File: config.mk
export PLATFORM = sky130hd
export DESIGN_NAME = lbs_queue
export DESIGN_NICKNAME = d
export VERILOG_FILES = /design/src/rtl/core/lbs_pkg.sv /design/src/rtl/core/lbs_queue.sv
export SDC_FILE = /design/constraint.sdc
export NUM_CORES = 1
export LEC_CHECK = 0
export BUFFER_PORTS_ARGS = -buffer_cell sky130_fd_sc_hd__buf_2
export CAP_MARGIN = 20
export CORE_MARGIN = 2
export CORE_UTILIZATION = 30
export DETAILED_ROUTE_END_ITERATION = 16
export PLACE_DENSITY = 0.57
export SLEW_MARGIN = 20
export SYNTH_ARGS = -nofsm -noshare
export SYNTH_HDL_FRONTEND = slang
export SYNTH_SLANG_ARGS = --single-unit
File: constraint.sdc
create_clock -name aclk -period 36.4 [get_ports aclk]
set_input_delay 10.92 -clock aclk [delete_from_list [all_inputs] [get_ports aclk]]
set_output_delay 10.92 -clock aclk [all_outputs]
set_load 0.005 [all_outputs]
File: src/rtl/core/lbs_pkg.sv
// ----------------------------------------------------------------------------
// lbs_pkg
// shared types and constants of the skinning unit
// ----------------------------------------------------------------------------
package lbs_pkg;

    localparam int MAT_ELEMS = 12;
    localparam logic [15:0] ONE_Q15 = 16'd32768;

    typedef enum logic [1:0] {
        MODE_LOAD  = 2'd0,
        MODE_START = 2'd1,
        MODE_INFL  = 2'd2,
        MODE_NONE  = 2'd3
    } mode_t;

    typedef struct packed {
        mode_t              kind;
        logic [7:0]         bone;
        logic [3:0]         element;
        logic signed [31:0] matrix_value;
        logic signed [31:0] pos_x;
        logic signed [31:0] pos_y;
        logic signed [31:0] pos_z;
        logic signed [15:0] nrm_x;
        logic signed [15:0] nrm_y;
        logic signed [15:0] nrm_z;
        logic [15:0]        weight;
        logic               last;
        logic               load_ok;
        logic               infl_ok;
    } item_t;

    typedef enum logic [3:0] {
        B_IDLE,
        B_ELEM_WAIT,
        B_ELEM_MUL,
        B_ELEM_ACC,
        B_WGT_MUL,
        B_WGT_ADD,
        B_FINISH,
        B_NORM_START,
        B_NORM_WAIT,
        B_OUT
    } back_state_t;

    typedef enum logic [3:0] {
        N_IDLE,
        N_MAX,
        N_SHIFT,
        N_SQ,
        N_SQRT,
        N_DIV_INIT,
        N_DIV_STEP,
        N_DIV_END,
        N_DONE
    } norm_state_t;

endpackage

File: src/rtl/core/lbs_queue.sv
// ----------------------------------------------------------------------------
// lbs_queue
// two-entry queue between front and back
// ----------------------------------------------------------------------------
module lbs_queue (
    input  logic           aclk,
    input  logic           aresetn,
    input  logic           push,
    input  lbs_pkg::item_t push_item,
    output logic           full,
    input  logic           pop,
    output logic           empty,
    output lbs_pkg::item_t head
);

    lbs_pkg::item_t entry_reg [2];
    logic           wr_ptr_reg;
    logic           rd_ptr_reg;
    logic [1:0]     count_reg;

    assign full  = (count_reg == 2'd2);
    assign empty = (count_reg == 2'd0);
    assign head  = entry_reg[rd_ptr_reg];

    always_ff @(posedge aclk) begin
        if (push) begin
            entry_reg[wr_ptr_reg] <= push_item;
        end
    end

    always_ff @(posedge aclk) begin
        if (!aresetn) begin
            wr_ptr_reg <= 1'b0;
            rd_ptr_reg <= 1'b0;
            count_reg  <= 2'd0;
        end else begin
            if (push) begin
                wr_ptr_reg <= !wr_ptr_reg;
            end
            if (pop) begin
                rd_ptr_reg <= !rd_ptr_reg;
            end
            if (push && !pop) begin
                count_reg <= count_reg + 2'd1;
            end else if (pop && !push) begin
                count_reg <= count_reg - 2'd1;
            end
        end
    end

endmodule

# Word level (Yosys, flattened, before mapping)
# Memories as Yosys holds them, arrays and structs flattened. A register that Yosys moved wholly into a read port is not among the register bits.
# Cells that the tools add are included.
[totals]
reg_bits = 4
in_bits = 213
ramBits = 418
output_inout_bits = 211
wordCells = 21
mem_count = 1
[op_classes]
mux = 6
n_eq_ne = 1
addsub = 2
reduce_logical = 8
[mem_list]
columns = ["memory", "depth", "width", "read_ports", "rd_ports_with_merged_regs", "write_ports", "line", "source"]
rows = [
  ["entry_reg", 2, 209, 1, 1, 1, "lbs_queue.sv:16", "lbs_pkg::item_t entry_reg [2];"],
]
[ops]
columns = ["op", "count"]
rows = [
  ["1-bit zero test", 4],
  ["1-bit 2-to-1 mux", 4],
  ["2-bit 2-to-1 mux", 2],
  ["2-bit by 1-bit adder with 2-bit output, second input constant", 1],
  ["2-bit equality test, second input constant", 1],
  ["1-bit logical AND", 2],
  ["2-bit zero test", 1],
  ["2-bit nonzero test", 1],
  ["2-bit by 1-bit subtractor with 2-bit output, second input constant", 1],
]

# Longest topological paths before layout
[depth]
ltp_word = 4
depth_mapped = 5
depth_no_buf = 5

# Least setup slack after synthesis
# OpenSTA, ideal clock, no wires.
[synth_path]
path_type = "input -> register"
startpoint = "input push"
endpoint = "register wr_ptr_reg"
setup_ps = 101
arrival_time_ps = 20683
required_time_ps = 36299
stages = 2
n_path_buf = 0
setup_slack_ps = 15616
cell_sequence = "nor2b_1 o21a_1"
[synth_lines]
columns = ["item", "line", "source"]
rows = [
  ["start, declared", "lbs_queue.sv:8", "input logic push,"],
  ["end signal, assigned", "lbs_queue.sv:38", "wr_ptr_reg <= !wr_ptr_reg;"],
  ["end, declared", "lbs_queue.sv:17", "logic wr_ptr_reg;"],
]

==> flow_results.org <==
** Power and ir drop
- Fraction of power spent switching nets :: 20.9%
- Summed over all cells, the static leakage comes to 7.56 nW.
- Power per Cell Area :: 55.5 nW/um^2
- Cell Int Power :: 0.875 mW
- In this run the power spent charging and discharging nets is 0.232 mW.
- The share of total power dissipated in sequential elements is 51.7%.
- Across the VDD grid, the largest voltage drop is 37.5 uV.
- Relative contribution of the clock network to total power :: 38.8%
- Portion of total power attributed to combinational logic :: 9.6%

** Placement
- Port Buffer Count :: 423
- Summed over all nets, the half-perimeter wirelength after detailed placement is 22200 microns.
- In this run, placement finished with an instance count of 1761.
- At the end of routability-driven placement, the weighted congestion stood at 0.764.

** Layout
- Proportion of layout cells with a drive suffix above 1 :: 60.6%
- At the end of the flow, the number of nets in the layout was 1341.
- Registers take 12700 sq um.
- Flip-flop count of the largest register after layout :: 418
- Counting the fill cells in the layout gives 4781.
- Area taken by multi-input logic gates :: 2850 sq um
- Final std cells w/o fill :: 1837
- Area Overhead vs Synth :: 26.7%

** Clock tree
- In this run the number of H-tree levels came out at 2.
- Setup Buffers After CTS :: 0
- Clock Tree Root :: clkbuf_16
- Worst-skew pair later-pin latency :: 0.55 ns
- Number of buffers on the longest clock path :: 3
- Number of buffers created by CTS :: 44
- Cts hold-fix bufs :: 0
- TritonCTS built the clock tree.
- Clock-pin slew was measured on the worst setup and hold paths at 0.06 ns.
- In this run, post-CTS repair resized a total of 0 instances.
- Clock tree synthesis found a total of 423 sinks.

** Yosys
- By area, the combinational part of the netlist is dominated by multiplexers.
- Summing the areas of all fa, ha and maj instances in the mapped netlist gives 0.0796% of the synthesized area.
- The average instance in the mapped netlist occupies 23.4 sq um.
- Of the post-synthesis cell area, the part taken by muxes is 17.4%.
- Seq/Total Area, Yosys :: 80.4%
- Parity-gate share of the synthesized area counting xor and xnor cells :: 0.167%
- In this run, distinct cell masters in the synthesized netlist total 19.
- Mapped Cells :: 672
- Net Count, Synth :: 886
- Summing every instance area after synthesis gives 15700 sq um.
- Synth Warn # :: 0
- After synthesis the netlist holds a flip-flop and latch count of 423.
- Post-Synth Simple-Gate Area :: 0.342%
- Fraction of the mapped netlist area in compound gates :: 0.127%

** Floorplan
- Row generation in the floorplan step produced 83 rows.
- Horizontal extent of the die :: 233 microns
- After floorplanning, the core was sized to cover 51600 sq um.
- 424 I/O pins were placed.
- The floorplan step defined a die boundary enclosing 54300 sq um.
- The initial utilization of the core area, before any placement, comes to 30.5%.
- Floorplan die height :: 233 microns

** STA
- Headroom to the max-slew limit :: 30.5%
- The final number of max-transition violations was 0.
- Worst slew pin tran :: 1.04 ns
- Final Hold Violating Endpoints :: 0
- Number of setup violations in the final report :: 0
- Total negative setup slack :: 0 ns
- Clock skew on the completed layout was measured at 0.0118 ns.
- Derived from the worst setup path, the maximum achievable clock frequency is 0.0723 GHz.
- After layout, the minimum clock period comes to 13.84 ns.
- Share of the clock period used by the worst path after layout :: 38.0%
- Setup repair after global routing missed its margin :: false

** Drt
- Dividing the detail-routed via count by the number of cells gives 4.25.
- In the final routing, the length of wire on met1 measures 12900 microns.
- WL met2 :: 16300 microns
- Summing over every cut layer, the via total after detailed routing is 7800.
- For this run, the detailed router's first-pass iteration total came to 4.
- After detailed routing, the average wire length per cell comes to 18.0 microns.
- Antenna Nets Post-Route :: 0
- Post-route DRC violation count :: 0
- After detailed routing, no signal wire sits above met5.
- Overall routed net length :: 33100 microns
- Summed over all nets, wire length on met3 after detailed routing comes to 3020 microns.
- The detailed router finished its first iteration with 368 violations.

** Worst setup path
- Reg2Reg Capture Point :: entry_reg[1][11]$_DFFE_PP_
- Signal arrival time at the worst endpoint :: 2.92 ns
- Across all register-to-register paths, the minimum setup slack is 33.50 ns.
- Critical Path Sink :: head[127]
- Capturing element type of the critical path :: output pin
- Path depth of the worst reg2reg path :: 3
- In this run the worst path has a maximum fanout of 54.
- Critical path data required time :: 25.48 ns
- The startpoint identified for the worst register-to-register timing path is wr_ptr_reg$_SDFFE_PN0P_.
- Crit Path Category :: reg2out
- STA classifies the critical path startpoint as a register.

** Min path
- Path class of the lowest-slack min-delay path :: reg2reg
- In this run the most critical hold path is launched from count_reg[1]$_SDFFE_PN0P_.

** GRT
- Grt ovf :: 0
- Via count of the first global-routing pass :: 7981
- The first global-routing pass estimated 47800 microns of wire.
- Largest net degree at the start of global routing :: 109
- Across every metal layer, demand over resource in global routing totals 11.6%.
- Initial antenna violation count :: 9

** Run status
- The run finished with clean final reports.

** Run
- MaxCap Viol Count :: 0
==> worst min path at each step <==
stage	endpoint	slack (ns)	cells after the start
after floorplan	count_reg[1]$_SDFFE_PN0P_	0.47	2
after global placement	count_reg[1]$_SDFFE_PN0P_	0.49	2
after detailed placement	count_reg[1]$_SDFFE_PN0P_	0.51	2
after CTS	count_reg[1]$_SDFFE_PN0P_	0.52	2
after global routing	count_reg[1]$_SDFFE_PN0P_	0.59	2
final	count_reg[1]$_SDFFE_PN0P_	0.52	2
==> final cells by class <==
class                      instances  area share, %
sequential                       423           63.5
multi-input combinational        225           14.3
timing repair buffer             432           11.0
clock buffer                      60           6.13
tap                              680           4.27
clock inverter                    15          0.741
inverter                           1         0.0188
antenna                            1         0.0126
==> critical path, cell delays in order, from the launching register on <==
cell and delay (ns):
dfxtp_4 0.83, buf_4 0.87, mux2_4 0.37, buf_2 0.13
==> power groups by stage <==
stage	logic, mW	registers, mW	clock network [mW]
2_1_floorplan	0.0616	0.585	0
3_3_place_gp	0.107	0.581	0
3_5_place_dp	0.109	0.582	0
4_1_cts	0.109	0.572	0.444
5_1_grt	0.115	0.574	0.462
6_report	0.106	0.571	0.429
==> per-stage QoR <==
stage               worst slack (ns)  cell area (sq um)  hold WS (ns)  power (mW)  util (%)
CTS                            22.49              19900         0.520        1.12      38.6
global route                   22.38              19900         0.591        1.15      38.6
global placement               22.76              18600         0.492       0.688      36.0
finish                         22.56              19900         0.516        1.11      38.6
detailed placement             22.73              18600         0.511       0.691      36.0
floorplan                      15.62              15700         0.473       0.646         -
==> cell families (layout without fill, tap and decap cells) <==
family                   count (synthesis)  count (layout)
other                                    0               1
AND/OR/NAND/NOR                          9               9
multiplexers                           209             209
buffers and inverters                   24             508
adder cells (fa/ha/maj)                  1               1
flip-flops                             423             423
AO/OA/AOI/OAI                            3               3
XOR/XNOR                                 3               3
==> Yosys cell counts (all sizes together) <==
cell type,n,area (sq um)
edfxtp,418,12600
or3,1,6.26
ha,1,12.5
mux2,209,2730
inv,1,3.75
o21ai,1,5.00
nor2,1,3.75
o21a,1,7.51
and2,4,25.0
xor2,2,17.5
xnor2,1,8.76
dfxtp,5,100
a21boi,1,7.51
buf,23,230
nor2b,3,18.8
==> per-layer routing <==
metal | global-route usage, % | vias up
li1 | - | 3594
met1 | 13.6 | 3855
met2 | 19.5 | 273
met3 | 4.80 | 66
met4 | 3.64 | 12
met5 | 0.368 | -
==> cell usage in the layout (no fill, tap or decap) <==
cell,synthesis,routed
a21boi_0,1,1
and2_1,4,3
and2_4,0,1
buf_12,0,1
buf_2,10,423
buf_4,1,8
bufinv_16,0,3
clkbuf_1,0,11
clkbuf_16,0,45
clkbuf_8,0,4
clkinv_1,0,7
clkinv_2,0,3
clkinv_4,0,1
clkinvlp_4,0,1
dfxtp_1,5,4
dfxtp_4,0,1
diode_2,0,1
edfxtp_1,418,418
ha_1,1,1
inv_1,1,1
mux2_2,109,109
mux2_4,100,100
nor2_1,1,1
nor2b_1,3,2
nor2b_4,0,1
o21a_1,1,1
o21ai_0,1,1
or3_1,1,1
xnor2_1,1,1
xor2_1,2,2
Power figures use the tool's default switching activity.
