### config.mk
export PLATFORM = sky130hd
export DESIGN_NAME = lbs_front
export DESIGN_NICKNAME = d
export VERILOG_FILES = /design/src/rtl/core/lbs_pkg.sv /design/src/rtl/core/lbs_front.sv
export SDC_FILE = /design/constraint.sdc
export NUM_CORES = 1
export LEC_CHECK = 0
export BUFFER_PORTS_ARGS = -buffer_cell sky130_fd_sc_hd__buf_2
export CAP_MARGIN = 25
export CORE_AREA = 2 2 167 169
export DETAILED_ROUTE_END_ITERATION = 7
export DIE_AREA = 0 0 169 171
export PLACE_DENSITY = 0.3
export SYNTH_ARGS = -nofsm -noshare
export SYNTH_HDL_FRONTEND = slang
export SYNTH_SLANG_ARGS = --single-unit
### constraint.sdc
create_clock -name vclk -period 0.8
set_input_delay 0.08 -clock vclk [all_inputs]
set_output_delay 0.08 -clock vclk [all_outputs]
set_load 0.005 [all_outputs]
### src/rtl/core/lbs_pkg.sv
// ----------------------------------------------------------------------------
// lbs_pkg
// shared types and constants of the skinning unit
// ----------------------------------------------------------------------------
package lbs_pkg;

    localparam int MAT_ELEMS = 12;
    localparam logic [15:0] ONE_Q15 = 16'd32768;

    typedef enum logic [1:0] {
        MODE_LOAD  = 2'd0,
        MODE_START = 2'd1,
        MODE_INFL  = 2'd2,
        MODE_NONE  = 2'd3
    } mode_t;

    typedef struct packed {
        mode_t              kind;
        logic [7:0]         bone;
        logic [3:0]         element;
        logic signed [31:0] matrix_value;
        logic signed [31:0] pos_x;
        logic signed [31:0] pos_y;
        logic signed [31:0] pos_z;
        logic signed [15:0] nrm_x;
        logic signed [15:0] nrm_y;
        logic signed [15:0] nrm_z;
        logic [15:0]        weight;
        logic               last;
        logic               load_ok;
        logic               infl_ok;
    } item_t;

    typedef enum logic [3:0] {
        B_IDLE,
        B_ELEM_WAIT,
        B_ELEM_MUL,
        B_ELEM_ACC,
        B_WGT_MUL,
        B_WGT_ADD,
        B_FINISH,
        B_NORM_START,
        B_NORM_WAIT,
        B_OUT
    } back_state_t;

    typedef enum logic [3:0] {
        N_IDLE,
        N_MAX,
        N_SHIFT,
        N_SQ,
        N_SQRT,
        N_DIV_INIT,
        N_DIV_STEP,
        N_DIV_END,
        N_DONE
    } norm_state_t;

endpackage

### src/rtl/core/lbs_front.sv
// ----------------------------------------------------------------------------
// lbs_front
// accepts requests and classifies them for the back end
// ----------------------------------------------------------------------------
module lbs_front #(
    parameter int BONE_COUNT = 256
) (
    input  logic                 s_tvalid,
    output logic                 s_tready,
    input  logic [207:0]         s_tdata,
    input  logic [1:0]           s_tuser,
    input  logic                 s_tlast,
    input  logic                 q_full,
    output logic                 q_push,
    output lbs_pkg::item_t       q_item
);

    logic [15:0] w_raw;
    logic        bone_ok;

    assign s_tready = !q_full;
    assign q_push   = s_tvalid && !q_full;
    assign w_raw    = s_tdata[203:188];
    assign bone_ok  = ({1'b0, s_tdata[7:0]} < 9'(BONE_COUNT));

    always_comb begin
        q_item.kind         = lbs_pkg::mode_t'(s_tuser);
        q_item.bone         = s_tdata[7:0];
        q_item.element      = s_tdata[11:8];
        q_item.matrix_value = s_tdata[43:12];
        q_item.pos_x        = s_tdata[75:44];
        q_item.pos_y        = s_tdata[107:76];
        q_item.pos_z        = s_tdata[139:108];
        q_item.nrm_x        = s_tdata[155:140];
        q_item.nrm_y        = s_tdata[171:156];
        q_item.nrm_z        = s_tdata[187:172];
        q_item.weight       = (w_raw > lbs_pkg::ONE_Q15) ? lbs_pkg::ONE_Q15 : w_raw;
        q_item.last         = s_tlast;
        q_item.load_ok      = bone_ok && (s_tdata[11:8] < 4'(lbs_pkg::MAT_ELEMS));
        q_item.infl_ok      = bone_ok && (w_raw != 16'd0);
    end

endmodule

# [Word level (Yosys, flattened, before mapping)]
# Index checks and enable logic that the tools add are counted.
[totals] ff_bits=0 in_bits=213 output_inout_bits=211 wordCells=6
[classes] magnitude_cmp=2 mux=1 n_reduce_logical=3
[ops] cell="greater-than comparator 16 bit (second input constant)" n=1
[ops] cell="2-to-1 mux 16 bit" n=1
[ops] cell="nonzero test 16 bit" n=1
[ops] cell="< comparator 4 bit (second input constant)" n=1
[ops] cell="logical AND 1 bit" n=1
[ops] cell="zero test 1 bit" n=1

# [Depth between registers and ports, before layout]
# Gate-level depths: netlist of the first run.
[depth] depth_word=2 mapped_depth=2 depth_no_buf=2

# [Least setup slack after synthesis of the first run]
# No wires, ideal clock.
[synth_path] path_kind="input to output" startpoint="input port s_tdata[193]" endpoint="output port q_item[0] in the netlist's numbering" cell_stages=2 setup_slack_ns=0.265 t_required_ns=0.720 arrival_time_ns=0.455 path_buffers=0 path_cell_list="nor4_1 -> nand4_1"
[synth_lines] item="start: declaration" line="lbs_front.sv:10" rtl="input logic [207:0] s_tdata,"
[synth_lines] item="end: declaration" line="lbs_front.sv:15" rtl="output lbs_pkg::item_t q_item"

==> summary.txt, run 1 <==
Floorplanning
  • Die W: 169 um
  • Core box area: 27300 sq um
  • Die ar.: 28900 sq um
  • # IOs: 424
  • Die Y: 171 um
  • Initial Util: 0.0583
  • FP Rows: 61

Final layout
  • Area Overhead vs Synth: -37.1%
  • Clock buf count: 0
  • Commonest cells after routing, fill and taps aside: 37 x buf_2, 11 x buf_4, 7 x nor2b_1
  • Share of layout cells above drive strength 1: 0.844
  • Design Area, Final: 1000 sq um
  • Register Area: 0 sq um
  • Fin util: 0.0367
  • # fillers: 3248
  • Sequential cell count: 0
  • Non-filler cells, final: 423
  • Ant. Diodes: 0
  • Leading cell type in the layout, fill and taps excluded: buf_2
  • Final net count: 292

Timing
  • TNS Setup: -0.0548 ns
  • Fin. Hold Viols: 0
  • RSZ-0062 raised after global routing: true
  • Tcrit/Tclk final: 1.07
  • Slew margin rel.: 0.844
  • Max Fclk: 1170 MHz
  • Min cycle time layout: 0.855 ns
  • Tightest Pin Transition: 0.233 ns
  • Slew Limit Fails: 0
  • Final-report setup violation count: 1
  • Final WS setup: -0.0548 ns
  • Hold_ws: 0.160 ns

Pwr
  • Flop pwr share: 0
  • Cell internal pwr: 0.174 mW
  • Pwr Total: 0.325 mW
  • Max VDD drop: 47.2 uV
  • Gate power share: 1.000
  • Sw frac: 0.466
  • Switching pwr: 0.152 mW
  • Clock power share: 0
  • Static Leak: 0.331 nW
  • Pwr dens: 325 nW/um^2

Detailed routing
  • Number of nets with antenna violations after routing: 0
  • Vias: 740
  • Number of detailed-route iterations in the first pass: 4
  • Final WL: 6.49 mm
  • Routed length per instance: 15.4 um
  • DRT iter0 DRCs: 45
  • Remaining DRCs: 0
  • Via-to-Cell Ratio: 1.75

CTS
  • Hold_buf cts: 0

Placed design
  • PortBufs: 42
  • Post-DP Area: 910 sq um
  • Placed Cells: 425
  • Routability cong.: 0.527
  • Place WS: -0.125 ns
  • DP Wirelength: 5.46 mm

Synthesis
  • Mapped Avg Cell Area: 7.38 sq um
  • Netlist Area Pre-Place: 1590 sq um
  • Sequential area share after synthesis: 0
  • Ys Warns: 0
  • Synth Area in Compound Gates: 0
  • Synth unique cells: 9
  • Post-Synth Adder-Cell Area: 0
  • Mapped Cells: 216
  • Syn nets: 429
  • Post-synthesis xor/xnor area fraction: 0
  • Multiplexer share of the synthesized area: 0
  • Simple-gate portion of the synthesized area: 0.0911
  • Main combinational cell family by area after synthesis: buffers and inverters

Global routing
  • Vias in the first global route: 855
  • Total Routing Usage GR: 0.0378
  • Initial antenna violation count: 0
  • Met1 GRT Util: 0.00500
  • Met3 global-route usage: 0.0402
  • GR met2 Demand/Resource: 0.0716
  • Largest net degree at the start of global routing: 13
  • First-pass GRT wire length: 7.13 mm
  • GRT busiest layer: met2
  • Remaining Overflow, GRT: 0

Setup path
  • Crit path kind: input pin to output pin
  • Crit path capture type: output pin
  • CP max FO: 2
  • Arr. time, crit path: 0.77 ns
  • CP Data Required Time: 0.72 ns
  • CP Launch Type: input pin

Outcome
  • Failing checks: negative setup slack
  • Status: complete, but fails checks

Flow run
  • Max-Cap Viols: 0

Min path
  • HP Class: input pin to output pin
## Yosys cell counts
cell	instances	share of area
and2b_1	3	0.014
buf_4	192	0.90
clkbuf_1	1	0.0024
inv_1	1	0.0024
nand2_1	1	0.0024
nand4_1	1	0.0039
nor2b_1	13	0.051
nor4_1	3	0.012
nor4_2	1	0.0078
## path summary, 6_finish.rpt
path / from / to / slack (ns) / cells past startpoint
max: s_tdata[191] / q_item[0] / -0.05 / 4
min: s_tdata[97] / q_item[120] / 0.16 / 0
## per-layer routing
layer / vias to the layer above / part of all wire
li1: 186 / -
met1: 252 / 0.088
met2: 198 / 0.50
met3: 104 / 0.26
met4: 0 / 0.16
met5: - / 0
## power groups by stage
stage                     clock, mW  sequential (mW)  combinational [mW]
after floorplan                   0                0               0.830
after global placement            0                0               0.276
after detailed placement          0                0               0.273
after CTS                         0                0               0.303
after global routing              0                0               0.338
final                             0                0               0.325
## logic make-up after synthesis
logic type	Yosys count
and+or+nand+nor	22
buffers and inverters	194
## critical path, stage by stage
cell and delay [ns]:
buf_2 0.11, nor4_2 0.26, nand4_1 0.14, buf_2 0.17
## cell type report
class / count / area (sq um) / share of cell area
well taps: 346 / 433 / 0.432
multi-input cells: 22 / 218 / 0.217
repair buffers: 54 / 348 / 0.347
inverters: 1 / 3.75 / 0.00375
## repair_timing
action | 4_1_cts | 5_1_grt
endpoints found under the setup margin | 8 | 3
setup buffers | 0 | 1
endpoints found under the hold margin | 0 | 0
pin swaps | 4 | 2
gates resized for setup | 16 | 8
(Power assumes the default switching activity.)
==> inputs of run 2 (changes only) <==
- BUFFER_PORTS_ARGS: -buffer_cell sky130_fd_sc_hd__buf_2 -> -buffer_cell sky130_fd_sc_hd__clkbuf_2
==> run 2 against run 1 <==
Net effect:
- the run still ends with negative setup slack left
- cell area rose by 2.5%
- fmax increased by 0.98%
- cell count up 0.71%
- hold slack unchanged
- combinational power up 3%
- via count is 3.9% higher
- core utilization is 0.092 points higher
- sequential share of layout area stayed put
- die area did not move
==> summary.txt, run 2 (same netlist as run 1, synthesis figures left out) <==
Outcome
  • Status: complete, but fails checks (unchanged)
  • Failing checks: negative setup slack (unchanged)

Detailed routing
  • Final WL: 6.53 mm (was 6.49 mm)
  • DRT iter0 DRCs: 61 (was 45)
  • Number of nets with antenna violations after routing: 0 (unchanged)
  • Routed length per instance: 15.3 um (was 15.4 um)
  • Remaining DRCs: 0 (unchanged)
  • Number of detailed-route iterations in the first pass: 4 (unchanged)
  • Vias: 769 (was 740)
  • Via-to-Cell Ratio: 1.81 (was 1.75)

Setup path
  • Crit path capture type: output pin (unchanged)
  • Crit path kind: input pin to output pin (unchanged)
  • CP Data Required Time: 0.72 ns (about the same)
  • CP Launch Point: s_tdata[192] (was s_tdata[191])
  • CP max FO: 2 (unchanged)
  • Arr. time, crit path: 0.77 ns (about the same)
  • CP Launch Type: input pin (unchanged)

Floorplanning
  • Die ar.: 28900 sq um (unchanged)
  • Die Y: 171 um (unchanged)
  • Core box area: 27300 sq um (unchanged)
  • Initial Util: 0.0583 (unchanged)
  • Die W: 169 um (unchanged)
  • FP Rows: 61 (unchanged)
  • # IOs: 424 (unchanged)

Global routing
  • First-pass GRT wire length: 7.13 mm (about the same)
  • Largest net degree at the start of global routing: 9 (was 13)
  • Remaining Overflow, GRT: 0 (unchanged)
  • Total Routing Usage GR: 0.0380 (was 0.0378)
  • Initial antenna violation count: 0 (unchanged)
  • Vias in the first global route: 856 (was 855)

Final layout
  • Area Overhead vs Synth: -35.6% (was -37.1%)
  • Share of layout cells above drive strength 1: 0.825 (was 0.844)
  • Commonest cells after routing, fill and taps aside: 32 x clkbuf_2, 15 x buf_4, 8 x nor2b_1 (was 37 x buf_2, 11 x buf_4, 7 x nor2b_1)
  • Sequential cell count: 0 (unchanged)
  • Register Area: 0 sq um (unchanged)
  • Clock buf count: 0 (unchanged)
  • Final net count: 295 (was 292)
  • Ant. Diodes: 0 (unchanged)
  • Leading cell type in the layout, fill and taps excluded: clkbuf_2 (was buf_2)
  • Fin util: 0.0376 (was 0.0367)
  • Design Area, Final: 1030 sq um (was 1000 sq um)
  • Non-filler cells, final: 426 (was 423)
  • Multi-input gate area: 208 sq um (was 218 sq um)
  • # fillers: 3251 (was 3248)

Timing
  • RSZ-0062 raised after global routing: true (unchanged)
  • Max Fclk: 1180 MHz (was 1170 MHz)
  • Final-report setup violation count: 2 (was 1)
  • Final WS setup: -0.0465 ns (was -0.0548 ns)
  • Tcrit/Tclk final: 1.06 (was 1.07)
  • Fin. Hold Viols: 0 (unchanged)
  • Tightest Pin Transition: 0.231 ns (was 0.233 ns)
  • Min cycle time layout: 0.846 ns (was 0.855 ns)
  • Slew Limit Fails: 0 (unchanged)
  • Slew margin rel.: 0.845 (was 0.844)

Pwr
  • Pwr dens: 326 nW/um^2 (was 325 nW/um^2)
  • Static Leak: 0.338 nW (was 0.331 nW)
  • Max VDD drop: 33.7 uV (was 47.2 uV)

Placed design
  • PortBufs: 42 (unchanged)
  • Routability cong.: 0.502 (was 0.527)
  • Placed Cells: 422 (was 425)
  • Post-DP Area: 875 sq um (was 910 sq um)

Min path
  • Hold endpoint: q_item[120] (unchanged)
  • Min-delay src: s_tdata[97] (unchanged)
  • HP Class: input pin to output pin (unchanged)
  • WHS Path Cells: 0 (unchanged)

Flow run
  • Max-Cap Viols: 0 (unchanged)

CTS
  • Hold_buf cts: 0 (unchanged)
==> run 2: cell types whose count changed in the layout (fill, tap and decap cells not counted), moves of 2 or more <==
cell	previous run	this run
nor2b_4	4	1
nor2b_2	2	4
buf_4	11	15
buf_2	37	2
clkbuf_2	0	32
==> run 2: power breakdown <==
group / switching (mW) / internal, mW
logic: 0.153 / 0.182
clock network: 0 / 0
registers: 0 / 0
==> run 2: cell type report <==
type	count	area share
timing repair buffer	57	0.373
multi-input combinational	22	0.202
inverter	1	0.00365
tap	346	0.421
==> run 2: per-stage QoR <==
step | worst slack (ns) | TNS [ns] | hold WS (ns) | total power, mW
after floorplan | 0.265 | 0 | 0.187 | 0.830
after detailed placement | -0.153 | -0.407 | 0.160 | 0.254
after global routing | -0.0442 | -0.0442 | 0.160 | 0.349
after CTS | -0.0630 | -0.0651 | 0.160 | 0.281
final | -0.0465 | -0.0560 | 0.160 | 0.335
after global placement | -0.173 | -0.470 | 0.160 | 0.259
==> run 2: worst max-delay path by stage <==
stage | to | slack (ns) | cells past startpoint
6_report | q_item[0] | -0.05 | 4
3_3_place_gp | q_item[0] | -0.17 | 4
4_1_cts | q_item[0] | -0.06 | 4
2_1_floorplan | q_item[0] | 0.26 | 2
3_5_place_dp | q_item[0] | -0.15 | 4
5_1_grt | q_item[0] | -0.04 | 4
==> run 2: critical path: stages <==
cell and delay [ns]:
clkbuf_2 0.15, nor4_4 0.22, nand4_1 0.14, buf_2 0.17
==> run 2: routing by layer <==
metal / track usage / vias up / part of all wire
li1: - / 193 / -
met4: 0.0583 / 0 / 0.15
met2: 0.0743 / 200 / 0.50
met3: 0.0400 / 100 / 0.26
met1: 0.00403 / 276 / 0.086
met5: 0 / - / 0
==> run 2: what timing repair did <==
item	CTS	global route
pin swaps	2	5
buffers inserted	1	2
setup endpoints to repair	7	6
cloned	1	0
gates resized for setup	7	30
==> inputs of run 3 (changes only) <==
- BUFFER_PORTS_ARGS: -buffer_cell sky130_fd_sc_hd__clkbuf_2 -> not set
- CORE_AREA: 2 2 167 169 -> 2 2 164 166
- DIE_AREA: 0 0 169 171 -> 0 0 166 168
- DONT_BUFFER_PORTS: not set -> 1
==> run 3 against run 2 <==
Net effect:
- the run now ends clean
- sequential share of layout area is the same
- core utilization shrank 1.5 points
- clock-buffer cell count is the same
- non-clock buffer count shrank 57
- sequential cell count is the same
- cell area shrank 43%
- cell count shrank 15%
- largest cell class unchanged
- largest power group unchanged
- highest routed layer unchanged
==> summary.txt, run 3 (same netlist as run 1, synthesis figures left out) <==
Outcome
  • Status: complete, no violations (was complete, but fails checks)

Timing
  • Tightest Pin Transition: 0.368 ns (was 0.231 ns)
  • RSZ-0062 raised after global routing: false (was true)
  • Final-report setup violation count: 0 (was 2)
  • Slew margin rel.: 0.754 (was 0.845)
  • Max Fclk: 1360 MHz (was 1180 MHz)
  • Min cycle time layout: 0.734 ns (was 0.846 ns)
  • Tcrit/Tclk final: 0.917 (was 1.06)
  • TNS Setup: 0 ns (was -0.0560 ns)
  • Slew Limit Fails: 0 (unchanged)
  • Fin. Hold Viols: 0 (unchanged)

Placed design
  • PortBufs: 0 (was 42)
  • Routability cong.: 0.481 (was 0.502)
  • Placed Cells: 364 (was 422)

Setup path
  • Slowest cell on crit path: nor4_4 (unchanged)
  • WP buf/inv: 0 (was 2)
  • CP cell instances: nor4_4 -> nand4_1 (was clkbuf_2 -> nor4_4 -> nand4_1 -> buf_2)
  • CP delay by family, top: simple AND/OR/NAND/NOR gates (unchanged)
  • Crit path kind: input pin to output pin (unchanged)
  • Highest cell delay on the worst timing path: 0.31 ns (was 0.22 ns)
  • Arr. time, crit path: 0.65 ns (was 0.77 ns)
  • Crit path capture type: output pin (unchanged)
  • CP Data Required Time: 0.72 ns (about the same)
  • CP max FO: 2 (unchanged)
  • CP Launch Type: input pin (unchanged)

Final layout
  • Final net count: 238 (was 295)
  • Ant. Diodes: 0 (unchanged)
  • Register Area: 0 sq um (unchanged)
  • Area Overhead vs Synth: -63.3% (was -35.6%)
  • Fin util: 0.0222 (was 0.0376)
  • Sequential cell count: 0 (unchanged)
  • Commonest cells after routing, fill and taps aside: 13 x nor2b_1, 3 x and2b_1, 3 x nor4_1 (was 32 x clkbuf_2, 15 x buf_4, 8 x nor2b_1)
  • Non-filler cells, final: 364 (was 426)
  • Leading cell type in the layout, fill and taps excluded: nor2b_1 (was clkbuf_2)
  • Share of layout cells above drive strength 1: 0.0435 (was 0.825)
  • Clock buf count: 0 (unchanged)

Detailed routing
  • DRT iter0 DRCs: 14 (was 61)
  • Number of nets with antenna violations after routing: 0 (unchanged)
  • Number of detailed-route iterations in the first pass: 2 (was 4)
  • Routed length per instance: 14.2 um (was 15.3 um)
  • Vias: 507 (was 769)
  • Final WL: 5.17 mm (was 6.53 mm)
  • Via-to-Cell Ratio: 1.39 (was 1.81)
  • Remaining DRCs: 0 (unchanged)

CTS
  • Hold_buf cts: 0 (unchanged)
  • Total setup buffers inserted after CTS: 0 (was 1)

Min path
  • WHS Path Cells: 0 (unchanged)
  • HP Class: input pin to output pin (unchanged)
  • Hold endpoint: q_item[184] (was q_item[120])
  • Min-delay src: s_tdata[33] (was s_tdata[97])

Pwr
  • Pwr dens: 119 nW/um^2 (was 326 nW/um^2)
  • Clock power share: 0 (about the same)
  • Flop pwr share: 0 (about the same)
  • Sw frac: 0.588 (was 0.457)
  • Max VDD drop: 37.9 uV (was 33.7 uV)
  • Switching pwr: 0.0407 mW (was 0.153 mW)
  • Gate power share: 1.000 (about the same)
  • Pwr Total: 0.0693 mW (was 0.335 mW)
  • Static Leak: 0.0557 nW (was 0.338 nW)
  • Cell internal pwr: 0.0285 mW (was 0.182 mW)

Floorplanning
  • Initial Util: 0.0605 (was 0.0583)
  • # IOs: 424 (unchanged)
  • Die Y: 168 um (was 171 um)
  • Die ar.: 27900 sq um (was 28900 sq um)
  • Die W: 166 um (was 169 um)
  • Core box area: 26400 sq um (was 27300 sq um)
  • FP Rows: 60 (was 61)

Flow run
  • Max-Cap Viols: 0 (unchanged)

Global routing
  • Largest net degree at the start of global routing: 18 (was 9)
  • Remaining Overflow, GRT: 0 (unchanged)
  • Total Routing Usage GR: 0.0316 (was 0.0380)
  • Initial antenna violation count: 1 (was 0)
  • First-pass GRT wire length: 5.73 mm (was 7.13 mm)
  • Vias in the first global route: 575 (was 856)
==> run 3: cell type report <==
type	count	area, sq um
Inverter	1	3.75
Fill cell	3139	25800
Multi-Input combinational cell	22	154
Tap cell	341	427
==> run 3: per-stage QoR <==
| stage | area [sq um] | hold WS [ns] | setup slack [ns] |
|---|---|---|---|
| CTS | 584 | 0.160 | 0.00838 |
| floorplan | 1590 | 0.187 | 0.265 |
| detailed placement | 576 | 0.160 | -0.0977 |
| finish | 584 | 0.160 | 0.0664 |
| global placement | 576 | 0.160 | -0.0840 |
| global route | 584 | 0.160 | 0.00834 |
==> run 3: per-layer routing <==
metal | global-route usage | vias to the layer above | share of wire
li1 | - | 79 | -
met1 | 0.00284 | 135 | 0.049
met2 | 0.0640 | 195 | 0.53
met3 | 0.0284 | 98 | 0.24
met4 | 0.0522 | 0 | 0.18
met5 | 0 | - | 0
==> run 3: what timing repair did <==
item | in CTS | in global routing
endpoints found under the hold margin | 0 | 0
setup endpoints to repair | 1 | 0
gates resized for setup | 1 | 0
==> run 3: worst max path at each step <==
stage                  from   endpoint  slack [ns]  cells past startpoint
2_1_floorplan  s_tdata[193]  q_item[0]        0.26                      2
3_3_place_gp   s_tdata[201]  q_item[0]       -0.08                      2
3_5_place_dp   s_tdata[201]  q_item[0]        -0.1                      2
4_1_cts        s_tdata[201]  q_item[0]       0.008                      2
5_1_grt        s_tdata[201]  q_item[0]       0.008                      2
6_report       s_tdata[201]  q_item[0]        0.07                      2
==> run 3: power by group through the flow <==
stage	sequential (mW)	combinational, mW	clock (mW)
floorplan	0	0.830	0
global placement	0	0.0719	0
detailed placement	0	0.0702	0
CTS	0	0.0713	0
global route	0	0.0735	0
finish	0	0.0693	0
